--- src/design/bpsm_pkg.sv ---
// Package: constants, codes and types of the bitmap page shift merge block.
`default_nettype none

package bpsm_pkg;

    // Display geometry
    localparam int SCREEN_COLUMNS = 128;
    localparam int SCREEN_ROWS    = 64;

    // Carry memory address width: one entry per screen column
    localparam int COL_ADDR_W = $clog2(SCREEN_COLUMNS);

    // Configuration port
    localparam int CFG_INDEX_W = 4;

    localparam logic [CFG_INDEX_W-1:0] REG_BITMAP_WIDTH  = CFG_INDEX_W'(0);
    localparam logic [CFG_INDEX_W-1:0] REG_BITMAP_HEIGHT = CFG_INDEX_W'(1);
    localparam logic [CFG_INDEX_W-1:0] REG_X_POSITION    = CFG_INDEX_W'(2);
    localparam logic [CFG_INDEX_W-1:0] REG_Y_POSITION    = CFG_INDEX_W'(3);

    // Result status codes
    typedef enum logic [1:0] {
        STATUS_PLACED   = 2'd0,
        STATUS_REJECTED = 2'd1,
        STATUS_SURPLUS  = 2'd2
    } status_t;

    // Decoded item handed from the control stage to the merge stage
    typedef struct packed {
        logic [7:0]            data;
        status_t               status;
        logic [COL_ADDR_W-1:0] col_addr;
        logic [7:0]            column;
        logic [2:0]            page;
        logic                  eop;
        logic                  eoi;
        logic [2:0]            shift;
        logic                  use_carry;
        logic                  wr_en;
    } pix_item_t;

    // One result beat
    typedef struct packed {
        logic [7:0] pixel_byte;
        logic [2:0] page_index;
        logic [7:0] column_index;
        logic       end_of_page;
        logic       end_of_image;
        status_t    status;
    } result_t;

endpackage

`default_nettype wire

--- src/design/bpsm_in_if.sv ---
// Interface: bitmap byte input channel.
`default_nettype none

interface bpsm_in_if;
    logic       valid;
    logic       ready;
    logic [7:0] bitmap_byte;

    modport source (output valid, output bitmap_byte, input ready);
    modport sink (input valid, input bitmap_byte, output ready);
endinterface

`default_nettype wire

--- src/design/bpsm_out_if.sv ---
// Interface: result output channel.
`default_nettype none

interface bpsm_out_if;
    logic       valid;
    logic       ready;
    logic [7:0] pixel_byte;
    logic [2:0] page_index;
    logic [7:0] column_index;
    logic       end_of_page;
    logic       end_of_image;
    logic [1:0] status;

    modport source (output valid, output pixel_byte, output page_index,
                    output column_index, output end_of_page, output end_of_image,
                    output status, input ready);
    modport sink (input valid, input pixel_byte, input page_index,
                  input column_index, input end_of_page, input end_of_image,
                  input status, output ready);
endinterface

`default_nettype wire

--- src/design/bpsm_cfg_if.sv ---
// Interface: configuration register write channel.
`default_nettype none

interface bpsm_cfg_if;
    logic       valid;
    logic       ready;
    logic [3:0] reg_index;
    logic [7:0] write_data;

    modport source (output valid, output reg_index, output write_data, input ready);
    modport sink (input valid, input reg_index, input write_data, output ready);
endinterface

`default_nettype wire

--- src/design/bpsm_carry_ram.sv ---
// Carry memory: one entry per screen column, one write and one registered read port.
`default_nettype none

module bpsm_carry_ram
    import bpsm_pkg::*;
(
    input  wire logic                  clk,
    input  wire logic                  rd_en,
    input  wire logic [COL_ADDR_W-1:0] rd_addr,
    output logic      [7:0]            rd_data,
    input  wire logic                  wr_en,
    input  wire logic [COL_ADDR_W-1:0] wr_addr,
    input  wire logic [7:0]            wr_data
);

    logic [7:0] mem [SCREEN_COLUMNS];
    logic [7:0] rd_data_reg;

    // Write port
    always_ff @(posedge clk)
    begin
        if (wr_en)
        begin
            mem[wr_addr] <= wr_data;
        end
    end

    // Read port, registered
    always_ff @(posedge clk)
    begin
        if (rd_en)
        begin
            rd_data_reg <= mem[rd_addr];
        end
    end

    assign rd_data = rd_data_reg;

endmodule

`default_nettype wire

--- src/design/bpsm_ctrl.sv ---
// Control: configuration registers, column/page counters and per-byte decode.
`default_nettype none

module bpsm_ctrl
    import bpsm_pkg::*;
(
    input  wire logic                   clk,
    input  wire logic                   rst_n,
    input  wire logic                   cfg_we,
    input  wire logic [CFG_INDEX_W-1:0] cfg_index,
    input  wire logic [7:0]             cfg_data,
    input  wire logic                   accept,
    input  wire logic [7:0]             bitmap_byte,
    output pix_item_t                   item
);

    localparam logic [8:0] COLS_9 = 9'(SCREEN_COLUMNS);
    localparam logic [8:0] ROWS_9 = 9'(SCREEN_ROWS);

    logic [7:0] width_reg, width_next;
    logic [7:0] height_reg, height_next;
    logic [7:0] x_reg, x_next;
    logic [7:0] y_reg, y_next;
    logic [7:0] col_reg, col_next;
    logic [4:0] page_reg, page_next;

    logic       geom_bad;
    logic       surplus;
    logic [4:0] pages;
    logic [2:0] shift;
    logic       eop;
    logic       eoi;
    logic       placed;
    logic       restart;

    // Geometry and progress checks
    always_comb
    begin
        pages    = height_reg[7:3];
        shift    = y_reg[2:0];
        geom_bad = ({1'b0, width_reg} > COLS_9) || ({1'b0, height_reg} > ROWS_9) ||
                   ({1'b0, x_reg} >= COLS_9) || ({1'b0, y_reg} >= ROWS_9);
        surplus  = (width_reg == 8'd0) || (page_reg >= pages) || ({1'b0, col_reg} >= COLS_9);
        eop      = (({1'b0, col_reg} + 9'd1) == {1'b0, width_reg});
        eoi      = eop && (({1'b0, page_reg} + 6'd1) == {1'b0, pages});
        placed   = !geom_bad && !surplus;
    end

    // Decoded item; all fields but the status zero unless placed
    always_comb
    begin
        item = '0;
        if (geom_bad)
        begin
            item.status = STATUS_REJECTED;
        end
        else if (surplus)
        begin
            item.status = STATUS_SURPLUS;
        end
        else
        begin
            item.status    = STATUS_PLACED;
            item.data      = bitmap_byte;
            item.col_addr  = col_reg[COL_ADDR_W-1:0];
            item.column    = x_reg + col_reg;
            item.page      = y_reg[5:3] + page_reg[2:0];
            item.eop       = eop;
            item.eoi       = eoi;
            item.shift     = shift;
            item.use_carry = (shift != 3'd0) && (page_reg != 5'd0);
            item.wr_en     = (shift != 3'd0);
        end
    end

    // Register writes and counter update
    always_comb
    begin
        width_next  = width_reg;
        height_next = height_reg;
        x_next      = x_reg;
        y_next      = y_reg;
        col_next    = col_reg;
        page_next   = page_reg;
        restart     = 1'b0;
        if (cfg_we)
        begin
            case (cfg_index)
                REG_BITMAP_WIDTH:
                begin
                    width_next = cfg_data;
                    restart    = 1'b1;
                end
                REG_BITMAP_HEIGHT:
                begin
                    height_next = cfg_data;
                    restart     = 1'b1;
                end
                REG_X_POSITION:
                begin
                    x_next  = cfg_data;
                    restart = 1'b1;
                end
                REG_Y_POSITION:
                begin
                    y_next  = cfg_data;
                    restart = 1'b1;
                end
                default:
                begin
                    restart = 1'b0;
                end
            endcase
        end
        if (restart)
        begin
            col_next  = 8'd0;
            page_next = 5'd0;
        end
        else if (accept && placed)
        begin
            if (eop)
            begin
                col_next  = 8'd0;
                page_next = page_reg + 5'd1;
            end
            else
            begin
                col_next = col_reg + 8'd1;
            end
        end
    end

    always_ff @(posedge clk or negedge rst_n)
    begin
        if (!rst_n)
        begin
            width_reg  <= 8'd0;
            height_reg <= 8'd0;
            x_reg      <= 8'd0;
            y_reg      <= 8'd0;
            col_reg    <= 8'd0;
            page_reg   <= 5'd0;
        end
        else
        begin
            width_reg  <= width_next;
            height_reg <= height_next;
            x_reg      <= x_next;
            y_reg      <= y_next;
            col_reg    <= col_next;
            page_reg   <= page_next;
        end
    end

endmodule

`default_nettype wire

--- src/design/bpsm_merge.sv ---
// Merge stage: carry read-modify-write around the carry memory, then the output register.
`default_nettype none

module bpsm_merge
    import bpsm_pkg::*;
(
    input  wire logic      clk,
    input  wire logic      rst_n,
    input  wire logic      in_valid,
    output logic           in_ready,
    input  pix_item_t      item,
    output logic           out_valid,
    input  wire logic      out_ready,
    output result_t        result
);

    logic       s1_valid_reg, s1_valid_next;
    pix_item_t  s1_item_reg;
    logic       fwd_valid_reg;
    logic [7:0] fwd_data_reg;
    logic       out_valid_reg, out_valid_next;
    result_t    out_reg;

    logic        out_take;
    logic        s1_adv;
    logic        accept;
    logic [15:0] wide;
    logic [7:0]  carry_in;
    logic [7:0]  rd_data;
    logic        wr_en;
    result_t     s1_result;

    // Handshake: s1 moves when the output register is free or being drained
    always_comb
    begin
        out_take = !out_valid_reg || out_ready;
        s1_adv   = s1_valid_reg && out_take;
        in_ready = !s1_valid_reg || out_take;
        accept   = in_valid && in_ready;
    end

    // Shift and merge with the carry from the page above
    always_comb
    begin
        wide     = 16'(s1_item_reg.data) << s1_item_reg.shift;
        carry_in = 8'd0;
        if (s1_item_reg.use_carry)
        begin
            carry_in = fwd_valid_reg ? fwd_data_reg : rd_data;
        end
        wr_en                  = s1_adv && s1_item_reg.wr_en;
        s1_result.pixel_byte   = wide[7:0] | carry_in;
        s1_result.page_index   = s1_item_reg.page;
        s1_result.column_index = s1_item_reg.column;
        s1_result.end_of_page  = s1_item_reg.eop;
        s1_result.end_of_image = s1_item_reg.eoi;
        s1_result.status       = s1_item_reg.status;
    end

    bpsm_carry_ram u_carry_ram (
        .clk     (clk),
        .rd_en   (accept),
        .rd_addr (item.col_addr),
        .rd_data (rd_data),
        .wr_en   (wr_en),
        .wr_addr (s1_item_reg.col_addr),
        .wr_data (wide[15:8])
    );

    // Valid flags
    always_comb
    begin
        s1_valid_next = s1_valid_reg;
        if (accept)
        begin
            s1_valid_next = 1'b1;
        end
        else if (s1_adv)
        begin
            s1_valid_next = 1'b0;
        end
        out_valid_next = out_valid_reg;
        if (out_take)
        begin
            out_valid_next = s1_valid_reg;
        end
    end

    always_ff @(posedge clk or negedge rst_n)
    begin
        if (!rst_n)
        begin
            s1_valid_reg  <= 1'b0;
            out_valid_reg <= 1'b0;
            fwd_valid_reg <= 1'b0;
        end
        else
        begin
            s1_valid_reg  <= s1_valid_next;
            out_valid_reg <= out_valid_next;
            // Bypass a carry written at the same edge the next read is issued
            if (accept)
            begin
                fwd_valid_reg <= wr_en && (s1_item_reg.col_addr == item.col_addr);
            end
        end
    end

    // Payload registers
    always_ff @(posedge clk)
    begin
        if (accept)
        begin
            s1_item_reg  <= item;
            fwd_data_reg <= wide[15:8];
        end
        if (s1_adv)
        begin
            out_reg <= s1_result;
        end
    end

    assign out_valid = out_valid_reg;
    assign result    = out_reg;

endmodule

`default_nettype wire

--- src/design/bitmap_page_shift_merge_top.sv ---
// Top level of the bitmap page shift merge block.
// Accepts one bitmap byte per clock unless the output stalls, and returns one result
// beat per byte, in order, via the merge stage and output registers. The rate is set
// by the carry memory, which serves one read (at accept) and one write (at the merge
// stage) per cycle; a carry written and read for the same column in the same cycle is
// bypassed. Configuration writes are taken every cycle; known registers restart the
// image; carry memory needs no clearing after reset: the first page never reads it.
`default_nettype none

module bitmap_page_shift_merge_top
    import bpsm_pkg::*;
(
    input  wire logic  clk,
    input  wire logic  rst_n,
    bpsm_cfg_if.sink   cfg,
    bpsm_in_if.sink    bitmap,
    bpsm_out_if.source result
);

    pix_item_t item;
    result_t   res;
    logic      in_ready;
    logic      accept;

    assign cfg.ready    = 1'b1;
    assign bitmap.ready = in_ready;
    assign accept       = bitmap.valid && in_ready;

    bpsm_ctrl u_ctrl (
        .clk         (clk),
        .rst_n       (rst_n),
        .cfg_we      (cfg.valid),
        .cfg_index   (cfg.reg_index),
        .cfg_data    (cfg.write_data),
        .accept      (accept),
        .bitmap_byte (bitmap.bitmap_byte),
        .item        (item)
    );

    bpsm_merge u_merge (
        .clk       (clk),
        .rst_n     (rst_n),
        .in_valid  (bitmap.valid),
        .in_ready  (in_ready),
        .item      (item),
        .out_valid (result.valid),
        .out_ready (result.ready),
        .result    (res)
    );

    // Result beat fields
    assign result.pixel_byte   = res.pixel_byte;
    assign result.page_index   = res.page_index;
    assign result.column_index = res.column_index;
    assign result.end_of_page  = res.end_of_page;
    assign result.end_of_image = res.end_of_image;
    assign result.status       = res.status;

endmodule

`default_nettype wire

--- src/flat_wrapper.sv ---
// flat-port wrapper written by rule: the top's interface ports become plain ports
module bitmap_page_shift_merge_top_flat import bpsm_pkg::*;
  (clk, rst_n, cfg_valid, cfg_reg_index, cfg_write_data, cfg_ready, bitmap_valid, bitmap_bitmap_byte, bitmap_ready, result_valid, result_pixel_byte, result_page_index, result_column_index, result_end_of_page, result_end_of_image, result_status, result_ready);
  bpsm_cfg_if cfg_i ();
  bpsm_in_if bitmap_i ();
  bpsm_out_if result_i ();
  input  wire logic clk;
  input  wire logic rst_n;
  input wire logic [$bits(cfg_i.valid)-1:0] cfg_valid;
  input wire logic [$bits(cfg_i.reg_index)-1:0] cfg_reg_index;
  input wire logic [$bits(cfg_i.write_data)-1:0] cfg_write_data;
  output wire logic [$bits(cfg_i.ready)-1:0] cfg_ready;
  input wire logic [$bits(bitmap_i.valid)-1:0] bitmap_valid;
  input wire logic [$bits(bitmap_i.bitmap_byte)-1:0] bitmap_bitmap_byte;
  output wire logic [$bits(bitmap_i.ready)-1:0] bitmap_ready;
  output wire logic [$bits(result_i.valid)-1:0] result_valid;
  output wire logic [$bits(result_i.pixel_byte)-1:0] result_pixel_byte;
  output wire logic [$bits(result_i.page_index)-1:0] result_page_index;
  output wire logic [$bits(result_i.column_index)-1:0] result_column_index;
  output wire logic [$bits(result_i.end_of_page)-1:0] result_end_of_page;
  output wire logic [$bits(result_i.end_of_image)-1:0] result_end_of_image;
  output wire logic [$bits(result_i.status)-1:0] result_status;
  input wire logic [$bits(result_i.ready)-1:0] result_ready;
  assign cfg_i.valid = cfg_valid;
  assign cfg_i.reg_index = cfg_reg_index;
  assign cfg_i.write_data = cfg_write_data;
  assign cfg_ready = cfg_i.ready;
  assign bitmap_i.valid = bitmap_valid;
  assign bitmap_i.bitmap_byte = bitmap_bitmap_byte;
  assign bitmap_ready = bitmap_i.ready;
  assign result_valid = result_i.valid;
  assign result_pixel_byte = result_i.pixel_byte;
  assign result_page_index = result_i.page_index;
  assign result_column_index = result_i.column_index;
  assign result_end_of_page = result_i.end_of_page;
  assign result_end_of_image = result_i.end_of_image;
  assign result_status = result_i.status;
  assign result_i.ready = result_ready;
  bitmap_page_shift_merge_top u_core (.clk(clk), .rst_n(rst_n), .cfg(cfg_i), .bitmap(bitmap_i), .result(result_i));
endmodule
--- config.mk ---
export PLATFORM = sky130hd
export DESIGN_NAME = bitmap_page_shift_merge_top_flat
export DESIGN_NICKNAME = d
export VERILOG_FILES = /design/src/design/bpsm_pkg.sv /design/src/design/bpsm_in_if.sv /design/src/design/bpsm_out_if.sv /design/src/design/bpsm_cfg_if.sv /design/src/design/bpsm_carry_ram.sv /design/src/design/bpsm_ctrl.sv /design/src/design/bpsm_merge.sv /design/src/design/bitmap_page_shift_merge_top.sv /design/src/flat_wrapper.sv
export SDC_FILE = /design/constraint.sdc
export NUM_CORES = 1
export LEC_CHECK = 0
export BUFFER_PORTS_ARGS = -buffer_cell sky130_fd_sc_hd__buf_2
export CORE_ASPECT_RATIO = 1.75
export CORE_MARGIN = 5
export CORE_UTILIZATION = 40
export CTS_CLUSTER_DIAMETER = 30
export DETAILED_ROUTE_END_ITERATION = 6
export GPL_TIMING_DRIVEN = 0
export PLACE_DENSITY = 0.52
export REMOVE_ABC_BUFFERS = 1
export SYNTH_ARGS = -nofsm -noshare
export SYNTH_HDL_FRONTEND = slang
export SYNTH_SLANG_ARGS = --single-unit
--- constraint.sdc ---
create_clock -name clk -period 8.4 [get_ports clk]
set_input_delay 1.68 -clock clk [delete_from_list [all_inputs] [get_ports clk]]
set_output_delay 1.68 -clock clk [all_outputs]
set_load 0.05 [all_outputs]
==> summary.txt <==
Hold WS - 417.6 ps
Status - finished, final reports clean
Final worst path period need - 5611 ps
CP delay by family, top - compound AO/OA/AOI/OAI gates
Post-route setup slack - 2789 ps
DRC viols - 0
Worst Skew - 30.91 ps
Worst R2R End - u_core.u_merge.u_carry_ram.rd_data[6]
Grt total ovfl - 0
Core area - 104300 µm²
Area after DPL - 44440 µm²
Pwr Density - 281.3 nW/µm²
Final TNS setup - 0 ps
Clock sinks - 1016
Root Buffer - clkbuf_16
Post-Synthesis Cell Area - 41900 µm²
Final instance area - 48950 µm²
Placed cells - 3948
Die H - 438.2 µm
Hold EP - u_core.u_merge.result[4]
Yosys reg bits - 1016
Tot Pwr - 13.77 mW
CTS tree - done
Crit path capture type - flop
Max VDD drop - 0.1999 mV
Pins over their slew limit - 0
Worst EP arrival - 6000 ps
Synth Flop Type - edfxtp_1
Setup Viol. Count Final - 0
Routability Congestion - 0.8835
Max reg flops - 896
Hold Path Depth - 0
Buffers on Ports - 49
Yosys warns - 0
Die W - 254.7 µm
Clock transition at the registers of the reported paths - 60 ps
Seq/Total Area, Yosys - 0.7223
Largest net degree at the start of global routing - 77
H-tree levels - 4
HP Start - u_core.u_merge.s1_item_reg[10]
Hold-fix buffers, CTS - 0
EDFF count, synth - 968
Post-CTS setup buffers - 0
Post-synthesis async set-or-reset flop share - 0.04724
First-pass GRT wire length - 177900 µm
Critical path buffers and inverters - 3
Reg2Reg Depth - 10
Post-synthesis cell type count - 89
Fmax - 178.2 MHz
Worst slack, placed - 2721 ps
Worst skew pair latency - 750 ps
Share of cells above drive strength 1 - 0.1878
Detailed Route WL - 124100 µm
Fin util - 0.4693
Antenna-violating nets left - 0
Worst-margin pin slew - 1447 ps
Crit-path slowest cell - nand2_1
CTS Buffer Depth - 3
Vias per Instance - 5.801
Setup CP Type - flop to flop
Worst-path cell chain - buf_16, buf_16, clkinv_2, nand2_1, o221ai_1, a211o_1, o31ai_1, a211oi_1, o2111ai_1, nand3_1
Synth Area per Inst - 15.77 µm²
Synth Instances - 2657
Fin. Hold Viols - 0
Maximum capacitance violations - 0
Most frequent CP cell - buf_16
Initial antenna violation count - 2
Initial Util - 0.4017
Leakage - 15.94 nW
Via count - 24306
Critical Path Source Type - flop
Row count - 157
GR Util All Layers - 0.2208
Fillcell total - 8826
Worst EP required - 8790 ps
Worst path max stage delay - 1190 ps
Iteration count of the initial detailed-routing pass - 6
Worst R2R Setup Slack - 2790 ps
CTS Buf Count - 135
DRT iter0 DRCs - 1853
Final #Nets - 2778
Die footprint - 111600 µm²
Area Overhead vs Synth - 16.82%
WL per Instance - 29.62 µm
Vias in the first global route - 25456
Final Cycle Share - 0.6679
RSZ-0062 raised after global routing - no
PostCTS Resize Cnt - 0
Final cell count without fillers - 4190
Reg2reg start - u_core.u_ctrl.col_reg[2]
Dpl hpwl - 86550 µm
# IOs - 51
Slew margin rel. - 0.02901
Critical Path Fanout Max - 49
Hold Path Class - flop to flop
how the worst max path moves through the flow:
| stage | startpoint | end | depth (start not counted) |
|---|---|---|---|
| after global placement | u_core.u_ctrl.col_reg[0] | u_core.u_merge.u_carry_ram.rd_data[5] | 6 |
| after global routing | u_core.u_ctrl.col_reg[2] | u_core.u_merge.u_carry_ram.rd_data[1] | 11 |
| final | u_core.u_ctrl.col_reg[2] | u_core.u_merge.u_carry_ram.rd_data[6] | 10 |
| after floorplan | u_core.u_ctrl.col_reg[0] | u_core.u_merge.u_carry_ram.rd_data[5] | 8 |
| after CTS | u_core.u_ctrl.col_reg[2] | u_core.u_merge.u_carry_ram.rd_data[6] | 10 |
| after detailed placement | u_core.u_ctrl.col_reg[2] | u_core.u_merge.u_carry_ram.rd_data[6] | 10 |
power breakdown:
group	internal, mW	switching [mW]
sequential	5.68	0.125
clock	3.50	2.23
combinational	0.834	1.41
total	10.0	3.76
final cells by class:
type	count	area (µm²)	share of cell area
Clock inverter	90	987.2	0.02017
Inverter	24	92.59	0.001891
Timing Repair Buffer	105	1455	0.02973
Tap cell	1351	1690	0.03453
Clock buffer	151	3523	0.07198
Multi-Input combinational cell	1452	10920	0.2230
Sequential cell	1016	30280	0.6186
Antenna cell	1	2.502	0.00005112
per-layer routing:
layer,GRT usage,vias to the layer above,wire length (µm)
li1,-,10683,-
met4,0.1321,2,8767
met5,0,-,13
met1,0.2329,12400,42180
met2,0.4042,905,66700
met3,0.04072,316,6427
placed cells by master (no fill, tap or decap), drive strengths merged, types with 19 or more instances in the layout:
cell type,instances
a21oi,103
a221oi,23
a31oi,22
and2,33
buf,105
clkbuf,151
clkinv,49
dfrtp,48
edfxtp,968
inv,47
mux2,99
mux2i,148
mux4,61
nand2,102
nand3,59
nor2,225
nor2b,19
nor3,37
o21ai,135
o221ai,19
o22ai,75
cells by family after synthesis:
group / Yosys count / share of synthesized area
adders and majority gates: 20 / 0.006270
buffers and inverters: 189 / 0.02027
DFF: 1016 / 0.7223
and+or+nand+nor: 565 / 0.06590
AOI/OAI and AO/OA: 530 / 0.08420
other: 1 / 0.00008949
xor gates and xnor gates: 28 / 0.006181
muxes: 308 / 0.09474
Yosys cell counts, types with 19 or more instances:
master    count  share of area
nand2_1     101         0.0090
nor2b_1      19         0.0028
a21oi_1     103          0.012
o21ai_0     122          0.015
mux4_2       61          0.033
dfrtp_1      48          0.029
a31oi_1      22         0.0033
o22ai_1      75          0.011
clkbuf_1     82         0.0073
nor2_1      224          0.020
buf_2        49         0.0059
mux2_2       99          0.027
inv_1        22         0.0020
and2_1       33         0.0049
a221oi_1     23         0.0048
o221ai_1     19         0.0040
edfxtp_1    968           0.69
buf_1        19         0.0017
mux2i_1     148          0.035
nand3_1      53         0.0063
nor3_1       33         0.0039
No activity file was read; power rests on OpenSTA's default activity.
